### src/ccs_pkg.sv
// Shared types and constants for the cable continuity scan unit.
// No dependencies; imported by ccs_table, ccs_scan, the top level and the testbench.
package ccs_pkg;

    localparam int MAX_LINES     = 16;
    localparam int LINES_DEFAULT = 16;
    localparam int LINE_W        = 4;
    localparam int ROW_W         = 16;
    localparam int CFG_REGS      = 4;
    localparam int ROWS_PER_REG  = 4;
    localparam int CFG_INDEX_W   = 8;
    localparam int CFG_DATA_W    = 64;
    localparam int IN_DATA_W     = 16;
    localparam int OUT_DATA_W    = 16;

    localparam logic OP_START    = 1'b0;
    localparam logic OP_READBACK = 1'b1;

    localparam logic PROBLEM_OPEN  = 1'b0;
    localparam logic PROBLEM_SHORT = 1'b1;

    localparam logic [CFG_DATA_W-1:0] EXPECTED_RESET [CFG_REGS] = '{
        64'd2308112418536031297,
        64'd612494224396402704,
        64'd576465150383489280,
        64'd9223442406135828480
    };

    typedef struct packed {
        logic [LINE_W-1:0] drive_line;
        logic              done_res;
        logic              passed;
        logic [LINE_W-1:0] main_line;
        logic              problem_type;
        logic [LINE_W-1:0] second_line;
    } result_t;

endpackage

### src/ccs_table.sv
// Expected connection table: one 16-bit row per line, loaded by register writes.
// Depends on ccs_pkg.
module ccs_table #(
    parameter int LINES = ccs_pkg::LINES_DEFAULT,
    parameter int LW    = (LINES > 1) ? $clog2(LINES) : 1
) (
    input  logic                             clk,
    input  logic                             rst_n,
    input  logic                             wr_en,
    input  logic [ccs_pkg::CFG_INDEX_W-1:0]  wr_index,
    input  logic [ccs_pkg::CFG_DATA_W-1:0]   wr_data,
    input  logic [LW-1:0]                    rd_line,
    output logic [ccs_pkg::ROW_W-1:0]        rd_row
);
    import ccs_pkg::*;

    logic [ROW_W-1:0] rows_reg [LINES];

    for (genvar r = 0; r < LINES; r++)
    begin : g_row
        localparam int REG_IDX = r / ROWS_PER_REG;
        localparam int ROW_LSB = ROW_W * (r % ROWS_PER_REG);

        always_ff @(posedge clk or negedge rst_n)
        begin
            if (!rst_n)
            begin
                rows_reg[r] <= EXPECTED_RESET[REG_IDX][ROW_LSB +: ROW_W];
            end
            else if (wr_en && (wr_index == CFG_INDEX_W'(REG_IDX)))
            begin
                rows_reg[r] <= wr_data[ROW_LSB +: ROW_W];
            end
        end
    end

    assign rd_row = rows_reg[rd_line];

endmodule

### src/ccs_scan.sv
// Scan sequencer: holds scan state and forms one result per input beat.
// Depends on ccs_pkg.
module ccs_scan #(
    parameter int LINES = ccs_pkg::LINES_DEFAULT
) (
    input  logic                          clk,
    input  logic                          rst_n,
    input  logic                          fire,
    input  logic                          op,
    input  logic [ccs_pkg::ROW_W-1:0]     levels,
    input  logic [ccs_pkg::ROW_W-1:0]     row,
    output logic [ccs_pkg::LINE_W-1:0]    cur_line,
    output ccs_pkg::result_t              result
);
    import ccs_pkg::*;

    localparam logic [LINE_W-1:0] LAST_LINE = LINE_W'(LINES - 1);

    logic              scanning_reg, scanning_next;
    logic [LINE_W-1:0] line_reg, line_next;
    logic              passed_reg, passed_next;
    logic [LINE_W-1:0] fault_main_reg, fault_main_next;
    logic              fault_kind_reg, fault_kind_next;
    logic [LINE_W-1:0] fault_second_reg, fault_second_next;

    logic [ROW_W-1:0]  checked;
    logic [ROW_W-1:0]  diff;
    logic [LINE_W-1:0] first_bad;

    assign cur_line = line_reg;

    // Only lines above the driven one and below LINES are compared.
    always_comb
    begin
        for (int i = 0; i < ROW_W; i++)
        begin
            checked[i] = (i < LINES) && (LINE_W'(i) > line_reg);
        end
    end

    assign diff = (levels ^ row) & checked;

    always_comb
    begin
        first_bad = '0;
        for (int i = ROW_W - 1; i >= 0; i--)
        begin
            if (diff[i])
            begin
                first_bad = LINE_W'(i);
            end
        end
    end

    always_comb
    begin
        scanning_next     = scanning_reg;
        line_next         = line_reg;
        passed_next       = passed_reg;
        fault_main_next   = fault_main_reg;
        fault_kind_next   = fault_kind_reg;
        fault_second_next = fault_second_reg;
        result            = '0;

        if (op == OP_START)
        begin
            scanning_next = 1'b1;
            line_next     = '0;
        end
        else if (!scanning_reg)
        begin
            result.done_res     = 1'b1;
            result.passed       = passed_reg;
            result.main_line    = fault_main_reg;
            result.problem_type = fault_kind_reg;
            result.second_line  = fault_second_reg;
        end
        else if (diff != '0)
        begin
            scanning_next       = 1'b0;
            passed_next         = 1'b0;
            fault_main_next     = line_reg;
            fault_kind_next     = levels[first_bad] ? PROBLEM_SHORT : PROBLEM_OPEN;
            fault_second_next   = first_bad;
            result.done_res     = 1'b1;
            result.main_line    = fault_main_next;
            result.problem_type = fault_kind_next;
            result.second_line  = fault_second_next;
        end
        else if (line_reg >= LAST_LINE)
        begin
            scanning_next     = 1'b0;
            passed_next       = 1'b1;
            fault_main_next   = '0;
            fault_kind_next   = PROBLEM_OPEN;
            fault_second_next = '0;
            result.done_res   = 1'b1;
            result.passed     = 1'b1;
        end
        else
        begin
            line_next         = line_reg + LINE_W'(1);
            result.drive_line = line_next;
        end
    end

    always_ff @(posedge clk or negedge rst_n)
    begin
        if (!rst_n)
        begin
            scanning_reg     <= 1'b0;
            line_reg         <= '0;
            passed_reg       <= 1'b0;
            fault_main_reg   <= '0;
            fault_kind_reg   <= 1'b0;
            fault_second_reg <= '0;
        end
        else if (fire)
        begin
            scanning_reg     <= scanning_next;
            line_reg         <= line_next;
            passed_reg       <= passed_next;
            fault_main_reg   <= fault_main_next;
            fault_kind_reg   <= fault_kind_next;
            fault_second_reg <= fault_second_next;
        end
    end

endmodule

### src/cable_continuity_scan_unit.sv
// Cable continuity scan unit: top level with input and result registers.
// Input register feeds scan state and result register, which update in the same cycle.
// Throughput: one beat per cycle while the master side does not stall.
// Backpressure from the master side reaches s_axis_tready only when both registers are full.
// Reset (rst_n, async, active low) clears scan state and valid flags, reloads the table.
// Depends on ccs_pkg, ccs_table and ccs_scan.
module cable_continuity_scan_unit #(
    parameter int LINES = ccs_pkg::LINES_DEFAULT
) (
    input  logic                              clk,
    input  logic                              rst_n,
    input  logic                              s_axis_tvalid,
    output logic                              s_axis_tready,
    input  logic [ccs_pkg::IN_DATA_W-1:0]     s_axis_tdata,   // line_levels[15:0]
    input  logic                              s_axis_tuser,   // op
    output logic                              m_axis_tvalid,
    input  logic                              m_axis_tready,
    // drive_line[3:0], passed[4], main_line[8:5], problem_type[9], second_line[13:10],
    // zero[15:14]
    output logic [ccs_pkg::OUT_DATA_W-1:0]    m_axis_tdata,
    output logic                              m_axis_tlast,   // done_res
    input  logic                              cfg_valid,
    output logic                              cfg_ready,
    input  logic [ccs_pkg::CFG_INDEX_W-1:0]   cfg_index,
    input  logic [ccs_pkg::CFG_DATA_W-1:0]    cfg_data
);
    import ccs_pkg::*;

    localparam int LW = (LINES > 1) ? $clog2(LINES) : 1;

    logic             in_valid_reg, in_valid_next;
    logic             in_op_reg;
    logic [ROW_W-1:0] in_levels_reg;
    logic             out_valid_reg, out_valid_next;
    result_t          out_data_reg;

    logic              advance;
    logic [ROW_W-1:0]  row;
    logic [LINE_W-1:0] cur_line;
    result_t           result;

    assign cfg_ready     = 1'b1;
    assign advance       = in_valid_reg && (!out_valid_reg || m_axis_tready);
    assign s_axis_tready = !in_valid_reg || !out_valid_reg || m_axis_tready;

    ccs_table #(
        .LINES (LINES),
        .LW    (LW)
    ) u_table (
        .clk      (clk),
        .rst_n    (rst_n),
        .wr_en    (cfg_valid && cfg_ready),
        .wr_index (cfg_index),
        .wr_data  (cfg_data),
        .rd_line  (cur_line[LW-1:0]),
        .rd_row   (row)
    );

    ccs_scan #(
        .LINES (LINES)
    ) u_scan (
        .clk      (clk),
        .rst_n    (rst_n),
        .fire     (advance),
        .op       (in_op_reg),
        .levels   (in_levels_reg),
        .row      (row),
        .cur_line (cur_line),
        .result   (result)
    );

    always_comb
    begin
        in_valid_next = in_valid_reg;
        if (s_axis_tvalid && s_axis_tready)
        begin
            in_valid_next = 1'b1;
        end
        else if (advance)
        begin
            in_valid_next = 1'b0;
        end

        out_valid_next = out_valid_reg;
        if (advance)
        begin
            out_valid_next = 1'b1;
        end
        else if (m_axis_tready)
        begin
            out_valid_next = 1'b0;
        end
    end

    always_ff @(posedge clk or negedge rst_n)
    begin
        if (!rst_n)
        begin
            in_valid_reg  <= 1'b0;
            out_valid_reg <= 1'b0;
        end
        else
        begin
            in_valid_reg  <= in_valid_next;
            out_valid_reg <= out_valid_next;
        end
    end

    // Hold the input beat until the result stage can take it.
    always_ff @(posedge clk)
    begin
        if (s_axis_tvalid && s_axis_tready)
        begin
            in_op_reg     <= s_axis_tuser;
            in_levels_reg <= s_axis_tdata;
        end
    end

    always_ff @(posedge clk)
    begin
        if (advance)
        begin
            out_data_reg <= result;
        end
    end

    assign m_axis_tvalid = out_valid_reg;
    assign m_axis_tlast  = out_data_reg.done_res;
    assign m_axis_tdata  = {2'b00,
                            out_data_reg.second_line,
                            out_data_reg.problem_type,
                            out_data_reg.main_line,
                            out_data_reg.passed,
                            out_data_reg.drive_line};

endmodule

### config.mk
export PLATFORM = sky130hd
export DESIGN_NAME = cable_continuity_scan_unit
export DESIGN_NICKNAME = d
export VERILOG_FILES = /design/src/ccs_pkg.sv /design/src/ccs_table.sv /design/src/ccs_scan.sv /design/src/cable_continuity_scan_unit.sv
export SDC_FILE = /design/constraint.sdc
export NUM_CORES = 1
export LEC_CHECK = 0
export BUFFER_PORTS_ARGS = -buffer_cell sky130_fd_sc_hd__buf_2
export CAP_MARGIN = 20
export CORE_MARGIN = 4
export CORE_UTILIZATION = 45
export CTS_BUF_LIST = sky130_fd_sc_hd__clkbuf_4
export DETAILED_ROUTE_END_ITERATION = 12
export SLEW_MARGIN = 0
export SYNTH_ARGS = -nofsm -noshare
export SYNTH_HDL_FRONTEND = slang
export SYNTH_HIERARCHICAL = 1
export SYNTH_SLANG_ARGS = --single-unit
### constraint.sdc
create_clock -name clk -period 12.03 [get_ports clk]
set_input_delay 1.8045 -clock clk [delete_from_list [all_inputs] [get_ports clk]]
set_output_delay 1.8045 -clock clk [all_outputs]
set_load 0.02 [all_outputs]
==> summary by stage <==
Run status
The run finished with clean final reports.

STA
The worst hold-check slack is 0.473 ns. The relative slew slack is approximately 37%. Dividing the final minimum period by the clock period gives 43.1%. The count of endpoints failing hold in the final timing report is 0. Static timing analysis puts the maximum clock frequency at 193 MHz. The final clock skew is 0.0354 ns.

Setup violations remaining at the end of the flow were counted as 0. The final-report max-slew violation count is 0. At the pin with the least slew margin, the transition time is 0.943 ns. The total negative slack is 0 ns. Across all setup checks in the final design, the least slack found is 6.85 ns.

The clock period minus final worst setup slack is 5.18 ns. Setup repair after global routing left no endpoint under its margin.

Flow run
The number of max-capacitance violations reported is 0.

Place
After legalization and detailed placement, the total HPWL measured 19200 um. Port buffering added 106 buffers. After detailed placement, the total cell area comes to 15000 um^2. The weighted congestion at the end of routability-driven global placement is 0.836. Before CTS, the worst setup slack after placement is 6.79 ns.

GRT
The initial antenna violation count is 3. The via count of the first global-routing pass was 8900. The global-route wire length before repair is 49800 um. The most used routing layer in global routing is met2. The met1 capacity usage during global routing is 25.2%. For this run the aggregate overflow at the end of global routing stands at 0. The met3 demand-to-capacity share in global routing is 4.05%. Global routing consumed, over all layers together, 17.7% of the routing resources. The met2 demand-to-capacity share in global routing is 26.9%. Entering global routing, the biggest net connects 122 pins.

Power and ir drop
The areal power density over the cells is 141 nW/um^2. The analysis attributes to cell leakage a power of approximately 0.0077 uW. The worst vdd rail ir drop is ~53 uV.

Final layout
The register cell area after layout is around 7400 um^2. The fraction of final layout cells sized beyond drive strength 1 is a little under three fifths. In the final design database the tool counted about 1100 nets. Compared with the post-synthesis result, the final layout area differs by 11.5%. After routing the design area is 16100 um^2. In the final layout, the multi-input gates occupy 6390 um^2. The final-layout fill cell count is 2725.

The number of flip-flops under the largest register name is 240. The fraction of the core area covered by cells at the end of the flow is 50.9%.

Die
114 I/O pins were placed. The number of core rows is 65. The die boundary width is between 150 and 200 um. The core region is 31600 um^2. The die covers between 30000 and 40000 um^2.

The y dimension of the die is 187 um. The effective utilization at floorplan is 45.6%.

CTS
The number of sinks on the clock net is a little under 300. The worst-skew pair later-pin latency is 0.68 ns. The number of gates given a new drive strength after cts is 0. After clock tree synthesis, the clock-pin slew on the worst setup and hold paths is 0.07 ns. TritonCTS built the clock tree. The clock passes through at most 3 buffers. The number of H-tree levels is 3. The number of CTS-inserted buffers is 79. In this run the clock root is driven by a clkbuf_4. Buffers added to address setup during post-CTS repair amount to 0.

For this design, the CTS-stage hold fixing added 0 buffers.

Hold path
The worst min-delay path class is register to register. Counting instances, the worst hold path has a depth of 2.

Critical path
Data on the critical path is required at its endpoint by 12.59 ns. The maximum fanout encountered on the critical timing path is 44. The worst setup path is captured at a register.

The classification of the worst setup path is register to register. The depth of the worst register-to-register path is 10. At the worst endpoint, the arrival time is 5.74 ns.

Setup slack on the worst reg-to-reg path comes out at 6.85 ns. STA classifies the critical path startpoint as a register.

Detailed routing
Detailed routing inserted a total of 8201 vias. The average detailed-routed wire length per instance is slightly above 20 um. The remaining design rule violation count is 0. The count of nets left with antenna violations once routing finished came out at 0. The pre-antenna-repair detailed-routing pass consisted of 5 iterations. After detailed routing, the number of vias per cell comes to 5.45. The final routed wirelength across all metal layers is 30700 um. After the first detailed-routing iteration, the DRC count stood at 510.

Synthesis
After technology mapping, the gate count stands at 906. In this run the mean area of a mapped cell was 15.9 um^2. During synthesis, Yosys emitted a total of 6 warnings.

In this run the cell area of the synthesized design comes to about 14000 um^2.
[stage by stage]
step	cells	power [uW]
2_1_floorplan	907	1280
3_3_place_gp	1359	1370
3_5_place_dp	1359	1370
4_1_cts	1504	2310
5_1_grt	1505	2390
6_report	1506	2260
[final timing paths]
check / startpoint / to
setup / recovery: u_scan/cur_line[0] / u_scan/fault_second_reg[3]
hold / removal: u_scan/fault_main_reg[0] / u_scan/fault_main_reg[0]
setup reg to reg: u_scan/cur_line[0] / u_scan/fault_second_reg[3]
hold reg to reg: u_scan/fault_main_reg[0] / u_scan/fault_main_reg[0]
max in group asynchronous: rst_n / u_scan/cur_line[0]
min in group asynchronous: rst_n / u_table/rows_reg[10]
[worst max-delay path: stages (launching register included)]
cell       delay, ns
dfrtp_4         0.78
buf_4           0.81
mux4_2          0.59
a22oi_1         0.24
nand2_1         0.17
xnor2_1         0.24
o2bb2ai_1       0.19
or3_1           0.56
or4_4           0.63
o21ai_2         0.44
mux2_2          0.39
[final cells by class]
type                       instances  share of cell area (%)
inverter                           8                   0.187
clock inverter                    19                   0.733
timing repair buffer             118                    3.93
multi-input combinational        542                    39.8
clock buffer                     126                    5.89
tap                              402                    3.13
sequential                       289                    46.3
antenna                            2                  0.0312
[per-layer routing]
layer | wire, um | part of all wire [%] | up-vias
met5 | 13 | 0.042 | -
met4 | 532 | 1.7 | 2
met3 | 1610 | 5.3 | 50
met2 | 14000 | 46 | 208
met1 | 14500 | 47 | 4215
li1 | - | - | 3726
[report_power, final]
| part | internal, uW | leakage, uW | switching (uW) |
|---|---|---|---|
| clock network | 498 | 0.000622 | 415 |
| logic | 132 | 0.00334 | 126 |
| registers | 1050 | 0.00375 | 42.4 |
| total | 1680 | 0.00772 | 584 |
[cells in the final DEF, fill, tap and decap left out, types with 3 or more instances in the layout]
master / count
or3_1: 5
dfrtp_1: 230
ha_1: 4
clkbuf_4: 126
a21oi_1: 13
clkinv_1: 12
o21ai_0: 7
o21ai_2: 3
a211oi_1: 5
buf_2: 105
xor2_1: 6
o211ai_1: 14
nand2_1: 35
edfxtp_1: 32
nand3_1: 8
and2_1: 3
and3_1: 7
conb_1: 3
clkinvlp_4: 4
dfstp_2: 25
nand2b_1: 3
inv_1: 8
buf_4: 12
nor2_1: 23
o31ai_1: 3
mux2_4: 169
mux4_2: 60
xnor2_1: 12
mux2_2: 74
a22oi_1: 32
(Power assumes the default switching activity.)
